## config.mk

```make
export PLATFORM = sky130hd
export DESIGN_NAME = websocket_frame_deframer
export DESIGN_NICKNAME = d
export VERILOG_FILES = /design/src/hdl/wsd_pkg.sv /design/src/hdl/websocket_frame_deframer.sv
export SDC_FILE = /design/constraint.sdc
export NUM_CORES = 1
export LEC_CHECK = 0
export ABC_CLOCK_PERIOD_IN_PS = 5150
export BUFFER_PORTS_ARGS = -buffer_cell sky130_fd_sc_hd__buf_4
export CORE_UTILIZATION = 40
export CTS_CLUSTER_SIZE = 40
export DETAILED_ROUTE_END_ITERATION = 7
export HOLD_SLACK_MARGIN = 0.03
export PLACE_DENSITY_LB_ADDON = 0.25
export SYNTH_ARGS = -nofsm -noshare
export SYNTH_HDL_FRONTEND = slang
export SYNTH_SLANG_ARGS = --single-unit
```

## constraint.sdc

```tcl
create_clock -name clk -period 5.15 [get_ports clk]
set_input_delay 1.03 -clock clk [delete_from_list [all_inputs] [get_ports clk]]
set_output_delay 1.03 -clock clk [all_outputs]
set_load 0.01 [all_outputs]
```

## src/hdl/wsd_pkg.sv

```systemverilog
// ----------------------------------------------------------------------------
// wsd_pkg
// Shared constants of the WebSocket frame deframer: parse phase codes,
// opcodes and header length codes.
// ----------------------------------------------------------------------------
package wsd_pkg;

	// Parse phase codes. Codes above PH_DATA act like PH_HDR1.
	localparam logic [2:0] PH_HDR1   = 3'd0;
	localparam logic [2:0] PH_HDR2   = 3'd1;
	localparam logic [2:0] PH_EXTLEN = 3'd2;
	localparam logic [2:0] PH_KEY    = 3'd3;
	localparam logic [2:0] PH_DATA   = 3'd4;

	localparam logic [3:0] OP_TEXT   = 4'd1;
	localparam logic [3:0] OP_BINARY = 4'd2;
	localparam logic [3:0] OP_MASK   = 4'hf;

	localparam logic [1:0] KIND_TEXT   = 2'd1;
	localparam logic [1:0] KIND_BINARY = 2'd2;

	localparam logic [6:0] LEN7_MAX_SHORT = 7'd125;
	localparam logic [6:0] LEN7_EXT16     = 7'd126;

	localparam logic [3:0] EXT16_BYTES = 4'd2;
	localparam logic [3:0] EXT64_BYTES = 4'd8;
	localparam logic [2:0] KEY_BYTES   = 3'd4;

	typedef logic [7:0] byte_t;

endpackage

```

## src/hdl/websocket_frame_deframer.sv

```systemverilog
// ----------------------------------------------------------------------------
// websocket_frame_deframer
// A payload byte passes from the input register to the result register.
// Throughput: one byte per cycle; the input stalls only while the result
// register holds an item that the sink is stalling.
// Reset (arst_n low, asynchronous): parser waits for a first header byte,
// all header state cleared, both registers empty.
// Parses frame headers, unmasks text and binary payload bytes and marks the
// last byte of each frame; other frames are consumed silently.
// ----------------------------------------------------------------------------
module websocket_frame_deframer (
	input  logic       clk,
	input  logic       arst_n,
	input  logic [7:0] rx_byte,
	input  logic       in_valid,
	output logic       in_stall,
	output logic [7:0] payload_byte,
	output logic [1:0] frame_kind,
	output logic       last_of_frame,
	output logic       out_valid,
	input  logic       out_stall
);

	// Input register.
	wsd_pkg::byte_t byte_s1;
	logic           valid_s1;

	// Parser state.
	logic [2:0]  phase_q;
	logic [3:0]  opcode_q;
	logic        masked_q;
	logic [3:0]  ext_left_q;
	logic [63:0] remaining_q;
	logic [31:0] key_q;
	logic [2:0]  key_left_q;
	logic [1:0]  pay_phase_q;

	logic [2:0]  phase_n;
	logic [3:0]  opcode_n;
	logic        masked_n;
	logic [3:0]  ext_left_n;
	logic [63:0] remaining_n;
	logic [31:0] key_n;
	logic [2:0]  key_left_n;
	logic [1:0]  pay_phase_n;

	// Result register.
	logic [7:0] payload_q;
	logic [1:0] kind_q;
	logic       last_q;
	logic       out_valid_q;

	logic        advance;
	logic        emit;
	logic [6:0]  len7;
	logic [63:0] rem_shifted;
	logic [3:0]  ext_left_dec;
	logic [31:0] key_shifted;
	logic [2:0]  key_left_dec;
	logic [7:0]  key_byte;
	logic [7:0]  data_byte;
	logic        data_last;
	logic        kind_ok;

	// Stage 1 moves on unless the result register is full and stalled.
	assign advance  = !(out_valid_q && out_stall);
	assign in_stall = valid_s1 && !advance;

	assign len7         = byte_s1[6:0];
	assign rem_shifted  = {remaining_q[55:0], byte_s1};
	assign ext_left_dec = ext_left_q - {3'd0, (ext_left_q != 4'd0)};
	assign key_shifted  = {key_q[23:0], byte_s1};
	assign key_left_dec = key_left_q - {2'd0, (key_left_q != 3'd0)};
	assign data_last    = (remaining_q <= 64'd1);
	assign kind_ok      = (opcode_q == wsd_pkg::OP_TEXT) || (opcode_q == wsd_pkg::OP_BINARY);

	always_comb begin
		unique case (pay_phase_q)
			2'd0:    key_byte = key_q[31:24];
			2'd1:    key_byte = key_q[23:16];
			2'd2:    key_byte = key_q[15:8];
			default: key_byte = key_q[7:0];
		endcase
	end

	assign data_byte = byte_s1 ^ (masked_q ? key_byte : 8'd0);

	always_comb begin
		phase_n     = phase_q;
		opcode_n    = opcode_q;
		masked_n    = masked_q;
		ext_left_n  = ext_left_q;
		remaining_n = remaining_q;
		key_n       = key_q;
		key_left_n  = key_left_q;
		pay_phase_n = pay_phase_q;
		emit        = 1'b0;
		unique case (phase_q)
			wsd_pkg::PH_HDR2: begin
				masked_n = byte_s1[7];
				if (len7 <= wsd_pkg::LEN7_MAX_SHORT) begin
					remaining_n = {57'd0, len7};
					ext_left_n  = 4'd0;
					if (byte_s1[7]) begin
						key_left_n = wsd_pkg::KEY_BYTES;
						phase_n    = wsd_pkg::PH_KEY;
					end else begin
						pay_phase_n = 2'd0;
						phase_n     = (len7 == 7'd0) ? wsd_pkg::PH_HDR1 : wsd_pkg::PH_DATA;
					end
				end else begin
					remaining_n = 64'd0;
					ext_left_n  = (len7 == wsd_pkg::LEN7_EXT16) ? wsd_pkg::EXT16_BYTES
					                                            : wsd_pkg::EXT64_BYTES;
					phase_n     = wsd_pkg::PH_EXTLEN;
				end
			end
			wsd_pkg::PH_EXTLEN: begin
				remaining_n = rem_shifted;
				ext_left_n  = ext_left_dec;
				if (ext_left_dec == 4'd0) begin
					if (masked_q) begin
						key_left_n = wsd_pkg::KEY_BYTES;
						phase_n    = wsd_pkg::PH_KEY;
					end else begin
						pay_phase_n = 2'd0;
						phase_n     = (rem_shifted == 64'd0) ? wsd_pkg::PH_HDR1
						                                     : wsd_pkg::PH_DATA;
					end
				end
			end
			wsd_pkg::PH_KEY: begin
				key_n      = key_shifted;
				key_left_n = key_left_dec;
				if (key_left_dec == 3'd0) begin
					pay_phase_n = 2'd0;
					phase_n     = (remaining_q == 64'd0) ? wsd_pkg::PH_HDR1
					                                     : wsd_pkg::PH_DATA;
				end
			end
			wsd_pkg::PH_DATA: begin
				remaining_n = remaining_q - {63'd0, (remaining_q != 64'd0)};
				pay_phase_n = pay_phase_q + 2'd1;
				if (data_last) begin
					phase_n = wsd_pkg::PH_HDR1;
				end
				emit = kind_ok;
			end
			default: begin
				opcode_n = byte_s1[3:0] & wsd_pkg::OP_MASK;
				phase_n  = wsd_pkg::PH_HDR2;
			end
		endcase
	end

	always_ff @(posedge clk or negedge arst_n) begin
		if (!arst_n) begin
			valid_s1 <= 1'b0;
		end else if (!in_stall) begin
			valid_s1 <= in_valid;
		end
	end

	always_ff @(posedge clk) begin
		if (in_valid && !in_stall) begin
			byte_s1 <= rx_byte;
		end
	end

	always_ff @(posedge clk or negedge arst_n) begin
		if (!arst_n) begin
			phase_q     <= wsd_pkg::PH_HDR1;
			opcode_q    <= 4'd0;
			masked_q    <= 1'b0;
			ext_left_q  <= 4'd0;
			remaining_q <= 64'd0;
			key_q       <= 32'd0;
			key_left_q  <= 3'd0;
			pay_phase_q <= 2'd0;
		end else if (valid_s1 && advance) begin
			phase_q     <= phase_n;
			opcode_q    <= opcode_n;
			masked_q    <= masked_n;
			ext_left_q  <= ext_left_n;
			remaining_q <= remaining_n;
			key_q       <= key_n;
			key_left_q  <= key_left_n;
			pay_phase_q <= pay_phase_n;
		end
	end

	always_ff @(posedge clk or negedge arst_n) begin
		if (!arst_n) begin
			out_valid_q <= 1'b0;
		end else if (advance) begin
			out_valid_q <= valid_s1 && emit;
		end
	end

	always_ff @(posedge clk) begin
		if (valid_s1 && advance && emit) begin
			payload_q <= data_byte;
			kind_q    <= opcode_q[1:0];
			last_q    <= data_last;
		end
	end

	assign payload_byte  = payload_q;
	assign frame_kind    = kind_q;
	assign last_of_frame = last_q;
	assign out_valid     = out_valid_q;

endmodule

```

### Yosys cells after proc, flatten, opt, wreduce, memory -nomap -nowiden

Index checks and enable logic that the tools add are counted.
W data, S select, Z words.

| storage, ports and cells | value |
|---|---|
| output and inout port bits | 13 |
| word-level logic and storage cells | 99 |
| input port bits | 12 |
| register bits | 134 |

| operators by class | value |
|---|---|
| mux-type cells | 29 |
| magnitude comparators | 2 |
| reduce and logical (&&, ||, !) cells | 31 |
| bitwise operators | 2 |
| add/sub/neg operators | 4 |
| equality and inequality tests | 17 |

Operator list:

| kind | number |
|---|---|
| $pmux W64 S3 | 1 |
| $logic_not A64 Y1 | 2 |
| $le A64 B1 Y1 const B | 1 |
| $reduce_bool A64 Y1 | 1 |
| $sub A64 B1 Y64 | 1 |
| $mux W3 | 13 |
| $pmux W8 S3 | 1 |
| $ne A2 B2 Y1 const B | 8 |
| $pmux W3 S4 | 1 |
| $mux W2 | 5 |
| $reduce_and A2 Y1 | 5 |
| $pmux W3 S3 | 1 |
| $reduce_bool A3 Y1 | 3 |
| $mux W4 | 2 |
| $mux W8 | 1 |
| $pmux W2 S4 | 1 |
| $pmux W4 S2 | 1 |
| $reduce_bool A4 Y1 | 2 |
| $xor A8 B8 Y8 | 1 |
| $eq A7 B7 Y1 const B | 1 |
| $le A7 B7 Y1 const B | 1 |
| $logic_not A7 Y1 | 1 |
| $mux W7 | 1 |
| $reduce_and A7 Y1 | 1 |
| 22 further kinds | 29 |

### Logic depth before layout (Yosys ltp)

Gate-level depths: netlist of run 1.

| logic depth | value |
|---|---|
| depth after elaboration | 5 |
| gate-level depth with buffers | 14 |
| mapped depth without buffers | 13 |

### Worst setup path before layout of run 1

OpenSTA, ideal clock, no wires.

| timing | value |
|---|---|
| path kind | input-to-reg |
| start point | input out_stall |
| end point | register kind_q[0], in the netlist frame_kind[0] (enable) |
| stages | 5 |
| setup time | 0.411 ns |
| setup slack | 1.592 ns |
| buffers on the path | 1 |
| data required time | 4.739 ns |
| arrival | 3.147 ns |
| path through | a21boi_0 > o211a_1 > nand2_1 > clkbuf_1 > nor4_1 |

| on the way | value |
|---|---|
| word-level cells in the longest chain between the ends | 4 |

RTL lines:

| element | line | RTL |
|---|---|---|
| start: declaration | websocket_frame_deframer.sv:21 | `input logic out_stall` |
| $logic_and A1 B1 Y1 | websocket_frame_deframer.sv:66 | `assign advance = !(out_valid_q && out_stall);` |
| $logic_not A1 Y1 | websocket_frame_deframer.sv:66 |  |
| $logic_and A1 B1 Y1 (2 in a row) | websocket_frame_deframer.sv:201 | `if (valid_s1 && advance && emit) begin` |
| end signal: assignment | websocket_frame_deframer.sv:203 | `kind_q <= opcode_q[1:0];` |
| end: declaration | websocket_frame_deframer.sv:49 | `logic [1:0] kind_q;` |

No other way between the ends.
A chain may end at the register's enable or synchronous reset.

### Worst setup path in the final report of run 1

| timing | value |
|---|---|
| start point | register remaining_q[35] |
| end point | register remaining_q[54] |

| on the way | value |
|---|---|
| word-level cells in the longest chain between the ends | 3 |

RTL lines:

| element | line | RTL |
|---|---|---|
| start: declaration | websocket_frame_deframer.sv:33 | `logic [63:0] remaining_q;` |
| start signal: assignment | websocket_frame_deframer.sv:185 | `remaining_q <= remaining_n;` |
| $reduce_bool A64 Y1 | websocket_frame_deframer.sv:142 | `remaining_n = remaining_q - {63'd0, (remaining_q != 64'd0)};` |
| $sub A64 B1 Y64 * | websocket_frame_deframer.sv:142 |  |
| $pmux W64 S3 * | websocket_frame_deframer.sv:98 | `unique case (phase_q)` |

Every way passes the cells marked *; elsewhere a longest branch is shown, timed or not.

==> results of run 1 <==
[metal layers]
layer,global-route usage (%),up-vias,routed length [um]
li1,-,3147,-
met1,33.16,3316,10040
met2,34.84,227,9801
met3,5.058,19,1205
met4,7.750,0,314
met5,0,-,0
[layout by cell type (no fill, tap or decap), types with 7 or more instances in the layout]
master / netlist / layout
dfrtp_1: 115 / 115
nand2_1: 87 / 87
o21ai_0: 81 / 81
nor2_1: 76 / 75
a21oi_1: 42 / 42
nand3_1: 38 / 38
mux2_2: 37 / 37
buf_4: 0 / 36
nor3_1: 35 / 34
nor4_1: 20 / 19
a22oi_1: 19 / 19
edfxtp_1: 19 / 19
clkbuf_16: 0 / 18
inv_1: 16 / 16
a32oi_1: 15 / 15
xnor2_1: 13 / 13
nand4_1: 13 / 13
and3_1: 13 / 13
or3_1: 12 / 12
ha_1: 10 / 10
o211ai_1: 9 / 9
a222oi_1: 8 / 8
or4_1: 8 / 8
inv_6: 0 / 7
[final timing paths]
check | to
worst max-delay path | remaining_q[54]
worst min-delay path | ext_left_q[0]
worst max register to register | remaining_q[54]
worst min register to register | ext_left_q[0]
max in group asynchronous | remaining_q[42]
min in group asynchronous | key_q[27]
[worst max-delay path: cells and delay by family (launching register included)]
| family | cells | cell delay (ns) |
|---|---|---|
| and+or+nand+nor | 11 | 2.87 |
| adders and majority gates | 1 | 0.24 |
| DFF | 1 | 0.46 |
| AOI/OAI and AO/OA | 1 | 0.37 |
[synthesized netlist by cell type (13+ instances only)]
cell type  number
nand2_1        87
o21ai_0        81
a22oi_1        19
inv_1          16
nor2_1         76
edfxtp_1       19
xnor2_1        13
nand3_1        38
nor3_1         35
dfrtp_1       115
mux2_2         37
a32oi_1        15
clkbuf_1       40
a21oi_1        42
nand4_1        13
nor4_1         20
and3_1         13
[power by group]
part	total (W)	leakage [nW]	switching, W	internal, W
clock network	0.00123	0.292	0.000558	0.000676
registers	0.00158	1.71	0.000278	0.00130
logic	0.00161	1.58	0.00103	0.000579
total	0.00443	3.58	0.00187	0.00256
[flip-flops by register name (all words and copies together), names as in the netlist]
signal / count
byte_s1: 8
ext_left_q: 4
frame_kind: 2
key_left_q: 3
key_q: 32
last_of_frame: 1
masked_q: 1
opcode_q: 4
out_valid: 1
pay_phase_q: 2
payload_byte: 8
phase_q: 3
remaining_q: 64
valid_s1: 1
[layout make-up]
| cell class | count | area, um^2 |
|---|---|---|
| Inverter | 16 | 60.06 |
| Tap cell | 229 | 286.5 |
| Multi-Input combinational cell | 629 | 3919 |
| Clock inverter | 14 | 146.4 |
| Fill cell | 1728 | 9689 |
| Clock buffer | 18 | 450.4 |
| Sequential cell | 134 | 3448 |
| Timing Repair Buffer | 36 | 270.3 |
[through the flow]
| step | total power, W | cell area, um^2 | setup WS [ns] |
|---|---|---|---|
| after global routing | 0.004719 | 8581 | 0.8397 |
| final | 0.004428 | 8581 | 1.078 |
| after floorplan | 0.002727 | 7586 | 1.592 |
| after global placement | 0.003178 | 7984 | 1.307 |
| after CTS | 0.004434 | 8581 | 1.127 |
| after detailed placement | 0.003193 | 7984 | 1.133 |
[cells by family after synthesis]
logic type | share of synthesized area, %
buf+inv | 3.150
compound gates | 19.46
simple gates | 22.78
flops | 45.46
xor+xnor | 1.616
fa+ha+maj | 1.649
mux | 5.888
==> flow_summary.json, run 1 <==
{
  "antennaDiodeCount": 0,
  "drt_iter0_drc": 808,
  "worstPathRequired_ns": 5.46,
  "startpoint_type": "register",
  "cts_max_level": 4,
  "cp-startpoint": "remaining_q[35]",
  "hp-class": "register to register",
  "ys_async_sr_fraction_pct": 85.82,
  "dpl.hpwl_um": 14270,
  "synth_top_area_share_pct": 37.94,
  "cts_root_buf": "clkbuf_16",
  "post-cts-setup-buffers": 0,
  "critical_path.max_fanout": 8,
  "avgSynthCellArea_um2": 9.184,
  "fin_tns_setup_ns": 0,
  "utilization_pct": 46.97,
  "final_cell_count_no_fill": 1076,
  "r2r_start": "remaining_q[35]",
  "cts_buffers": 17,
  "endpoint_kind": "register",
  "r2r_slack_ns": 1.08,
  "finalClockSkew_ns": 0.01168,
  "wirelength_um": 21360,
  "insertion_delay_ns": 0.44,
  "finalCritPeriodShare_pct": 79.07,
  "yosysWarnings": 0,
  "reg2reg_depth": 13,
  "holdCritStartpoint": "ext_left_q[0]",
  "die_area_um2": 19520,
  "yosysTopAreaCell": "dfrtp_1",
  "grt_pass1_vias": 6483,
  "min_period_ns": 4.072,
  "grt_max_degree": 88,
  "fin_hold_ws_ns": 0.4726,
  "max_stage_delay_ns": 0.71,
  "grt_remaining_overflow": 0,
  "grt_antenna_before_repair": 0,
  "cts_resized": 0,
  "area_delta_synth_final_pct": 13.11,
  "peakVddDrop_uv": 292.1,
  "hold_viol_final": 0,
  "yosys-top-cells-area": "dfrtp_1 38%, edfxtp_1 7.5%, mux2_2 5.5%, o21ai_0 5.3%, nand2_1 4.3%",
  "seq_area_frac_synth_pct": 45.46,
  "cts_tree": "built",
  "setup_viol": 0,
  "drt_first_pass_iters": 5,
  "antenna_left": 0,
  "grt_pass1_wl_um": 35530,
  "hold_path_depth": 2,
  "vias": 6709,
  "p_leak_nw": 3.577,
  "cts.sinks": 134,
  "rsz0062_at_grt": "no",
  "power.density_nw_per_um2": 516.1,
  "clk_path_buf_depth": 2,
  "synth_cell_types": 66,
  "port_buffers": 24,
  "maxSlewHeadroom_pct": 36.58,
  "fp.dieW_um": 139.7,
  "start_util_pct": 41.52,
  "ctsHoldBuffers": 0,
  "clkTransAtPathRegs_ns": 0.06,
  "drv_slew": 0,
  "avgRoutedWirePerCell_um": 19.85,
  "synth_enable_flop_cells": 19,
  "critPathSlowestCell": "or4_1",
  "fin_nets": 856,
  "syn_nets": 848,
  "rows": 49,
  "synth_area_um2": 7586,
  "dp_cells": 1044,
  "criticalPathCategory": "register to register",
  "worstPathArrival_ns": 4.38,
  "synth-seq-cells": 134,
  "crit_chain": "or4_1, or4_4, nor3_4, nand2_1, nor3_1, nand2_1, ha_1, nor4b_1, nand4_1, nor2_1, nand4_1, nor4_1, a2111o_1",
  "drive_gt1_share_pct": 14.52,
  "fmax_mhz": 245.6,
  "status": "completed",
  "viasPerCell": 6.235,
  "ios": 25,
  "coreArea_um2": 18270,
  "maxCapViolCount": 0,
  "drc": 0,
  "worst_slew_pin_slew_ns": 0.9457,
  "syn_inst": 826,
  "die_h_um": 139.7,
  "place_congestion": 0.8824,
  "synth_ff_type": "dfrtp_1",
  "grt_usage_pct": 23.25
}
Note: power is estimated with default switching activity, not from simulation.
==> run 2, diff against run 1 <==
--- a/config.mk
+++ b/config.mk
@@ -5,7 +5,7 @@
 export SDC_FILE = /design/constraint.sdc
 export NUM_CORES = 1
 export LEC_CHECK = 0
-export ABC_CLOCK_PERIOD_IN_PS = 5150
+export ABC_CLOCK_PERIOD_IN_PS = 3650
 export BUFFER_PORTS_ARGS = -buffer_cell sky130_fd_sc_hd__buf_4
 export CORE_UTILIZATION = 40
 export CTS_CLUSTER_SIZE = 40
==> constraint.sdc (replaced) <==
create_clock -name clk -period 3.65 [get_ports clk]
set_input_delay 0.73 -clock clk [delete_from_list [all_inputs] [get_ports clk]]
set_output_delay 0.73 -clock clk [all_outputs]
set_load 0.01 [all_outputs]
==> run 2 against run 1 <==
Clock power rose by 39%. Flip-flop and latch count unchanged. First-iteration DRC count shrank 18%. Register-to-register slack lost 0.88 ns. Design area rose by 4.3%. Sequential share of layout area decreased by 1.7 points. Clock skew fell by 0.0045 ns. Critical path depth unchanged. Combinational power increased by 58%. Final cell count is 4.6% higher. Highest routed layer unchanged. Die area unchanged.
==> flow_summary.json, run 2 (same netlist as run 1, synthesis figures left out) <==
{
  "status": "completed",
  "rows": 49,
  "grt_remaining_overflow": 0,
  "antenna_left": 0,
  "fp.dieW_um": 139.7,
  "rsz0062_at_grt": "no",
  "fin_tns_setup_ns": 0,
  "largest_register": "remaining_q",
  "power.density_nw_per_um2": 722.0,
  "start_util_pct": 41.52,
  "antennaDiodeCount": 0,
  "ios": 25,
  "wirelength_um": 22720,
  "final_common_cell": "dfrtp_1",
  "grt_max_degree": 87,
  "place_congestion": 0.9042,
  "worstPathRequired_ns": 3.97,
  "drive_gt1_share_pct": 19.42,
  "fmax_mhz": 289.7,
  "final_cell_mix": "115 x dfrtp_1, 87 x nand2_1, 83 x buf_4, 81 x o21ai_0, 75 x nor2_1",
  "p_leak_nw": 3.835,
  "r2r_slack_ns": 0.20,
  "cts_root_buf": "clkbuf_16",
  "startpoint_type": "register",
  "drt_iter0_drc": 663,
  "area_delta_synth_final_pct": 17.99,
  "worstPathArrival_ns": 3.77,
  "min_period_ns": 3.452,
  "post-cts-setup-buffers": 0,
  "vias": 7041,
  "grt_usage_pct": 23.75,
  "finalCritPeriodShare_pct": 94.59,
  "multi_input_area_um2": 3923,
  "peakVddDrop_uv": 452.6,
  "utilization_pct": 48.99,
  "dp_cells": 1093,
  "maxSlewHeadroom_pct": 47.24,
  "hold_viol_final": 0,
  "finalClockSkew_ns": 0.007184,
  "cts_tree": "built",
  "critical_path.max_fanout": 6,
  "maxCapViolCount": 0,
  "timing.rr.end": "remaining_q[54]",
  "reg_top3": "remaining_q: 64 flops, key_q: 32 flops",
  "port_buffers": 24,
  "fill_cells": 1700,
  "viasPerCell": 6.259,
  "grt_pass1_wl_um": 36140,
  "cts_buffers": 17,
  "r2r_start": "remaining_q[37]",
  "worst_slew_pin_slew_ns": 0.7842,
  "seq_area_um2": 3448,
  "insertion_delay_ns": 0.44,
  "die_area_um2": 19520,
  "setup_viol": 0,
  "grt_antenna_before_repair": 0,
  "cts.sinks": 134,
  "largest_reg_flops": 64,
  "criticalPathCategory": "register to register",
  "ctsHoldBuffers": 0,
  "endpoint_kind": "register",
  "die_h_um": 139.7,
  "avgRoutedWirePerCell_um": 20.20,
  "dpl.hpwl_um": 15080,
  "final_cell_count_no_fill": 1125,
  "clkTransAtPathRegs_ns": 0.07,
  "hp-class": "input port to async pin",
  "fin_nets": 905,
  "coreArea_um2": 18270,
  "clk_path_buf_depth": 2,
  "drt_first_pass_iters": 5,
  "drv_slew": 0,
  "drc": 0,
  "reg2reg_depth": 13,
  "cts_max_level": 4,
  "grt_pass1_vias": 6593
}
run 2: repair_timing:
| item | 4_1_cts | 5_1_grt |
|---|---|---|
| endpoints found under the hold margin | 0 | 0 |
| resized for setup | 0 | 2 |
| endpoints found under the setup margin | 0 | 9 |
run 2: where the power goes:
part | internal [W] | switching, W
Sequential | 0.00184 | 0.000355
Combinational | 0.000973 | 0.00158
Clock | 0.000923 | 0.000788
run 2: critical path: stages (launching register included):
cell and delay [ns]:
dfrtp_1 0.44, or4_1 0.55, or4_4 0.59, nor3_4 0.18, nand2_1 0.09, nor3_2 0.15
nand2_1 0.10, ha_1 0.23, nor4b_1 0.17, nand4_1 0.12, nor2_1 0.15, nand4_1 0.16
nor4_1 0.06, a2111o_1 0.34
run 2: area by class of cell:
type                    instances  share of cell area, %
inverters                      16                 0.6710
repair buffers                 85                  7.408
multi-input cells             629                  43.82
clock inverters                14                  1.468
flip-flops and latches        134                  38.52
well taps                     229                  3.201
clock buffers                  18                  4.906
run 2: routing by layer:
layer | wire (um) | vias up | track usage, %
li1 | - | 3229 | -
met1 | 10680 | 3500 | 33.67
met2 | 10460 | 278 | 35.95
met3 | 1154 | 34 | 4.301
met4 | 423 | 0 | 9.080
met5 | 0 | - | 0
run 2: worst max path at each step:
stage | to | start | slack (ns)
floorplan | remaining_q[54] | remaining_q[35] | 0.16
global placement | remaining_q[46] | remaining_q[37] | 0.21
detailed placement | remaining_q[46] | remaining_q[37] | 0.15
CTS | remaining_q[54] | remaining_q[37] | 0.15
global route | remaining_q[54] | remaining_q[37] | 0.003
finish | remaining_q[54] | remaining_q[37] | 0.20
run 2: stage by stage:
step	worst slack [ns]	area [um^2]	hold slack [ns]	total power [W]
floorplan	0.1579	7586	0.4344	0.003848
global placement	0.2096	8371	0.4666	0.004681
detailed placement	0.1514	8371	0.4805	0.004710
CTS	0.1476	8941	0.3323	0.006434
global route	0.003047	8951	0.3638	0.006820
finish	0.1976	8951	0.3155	0.006463
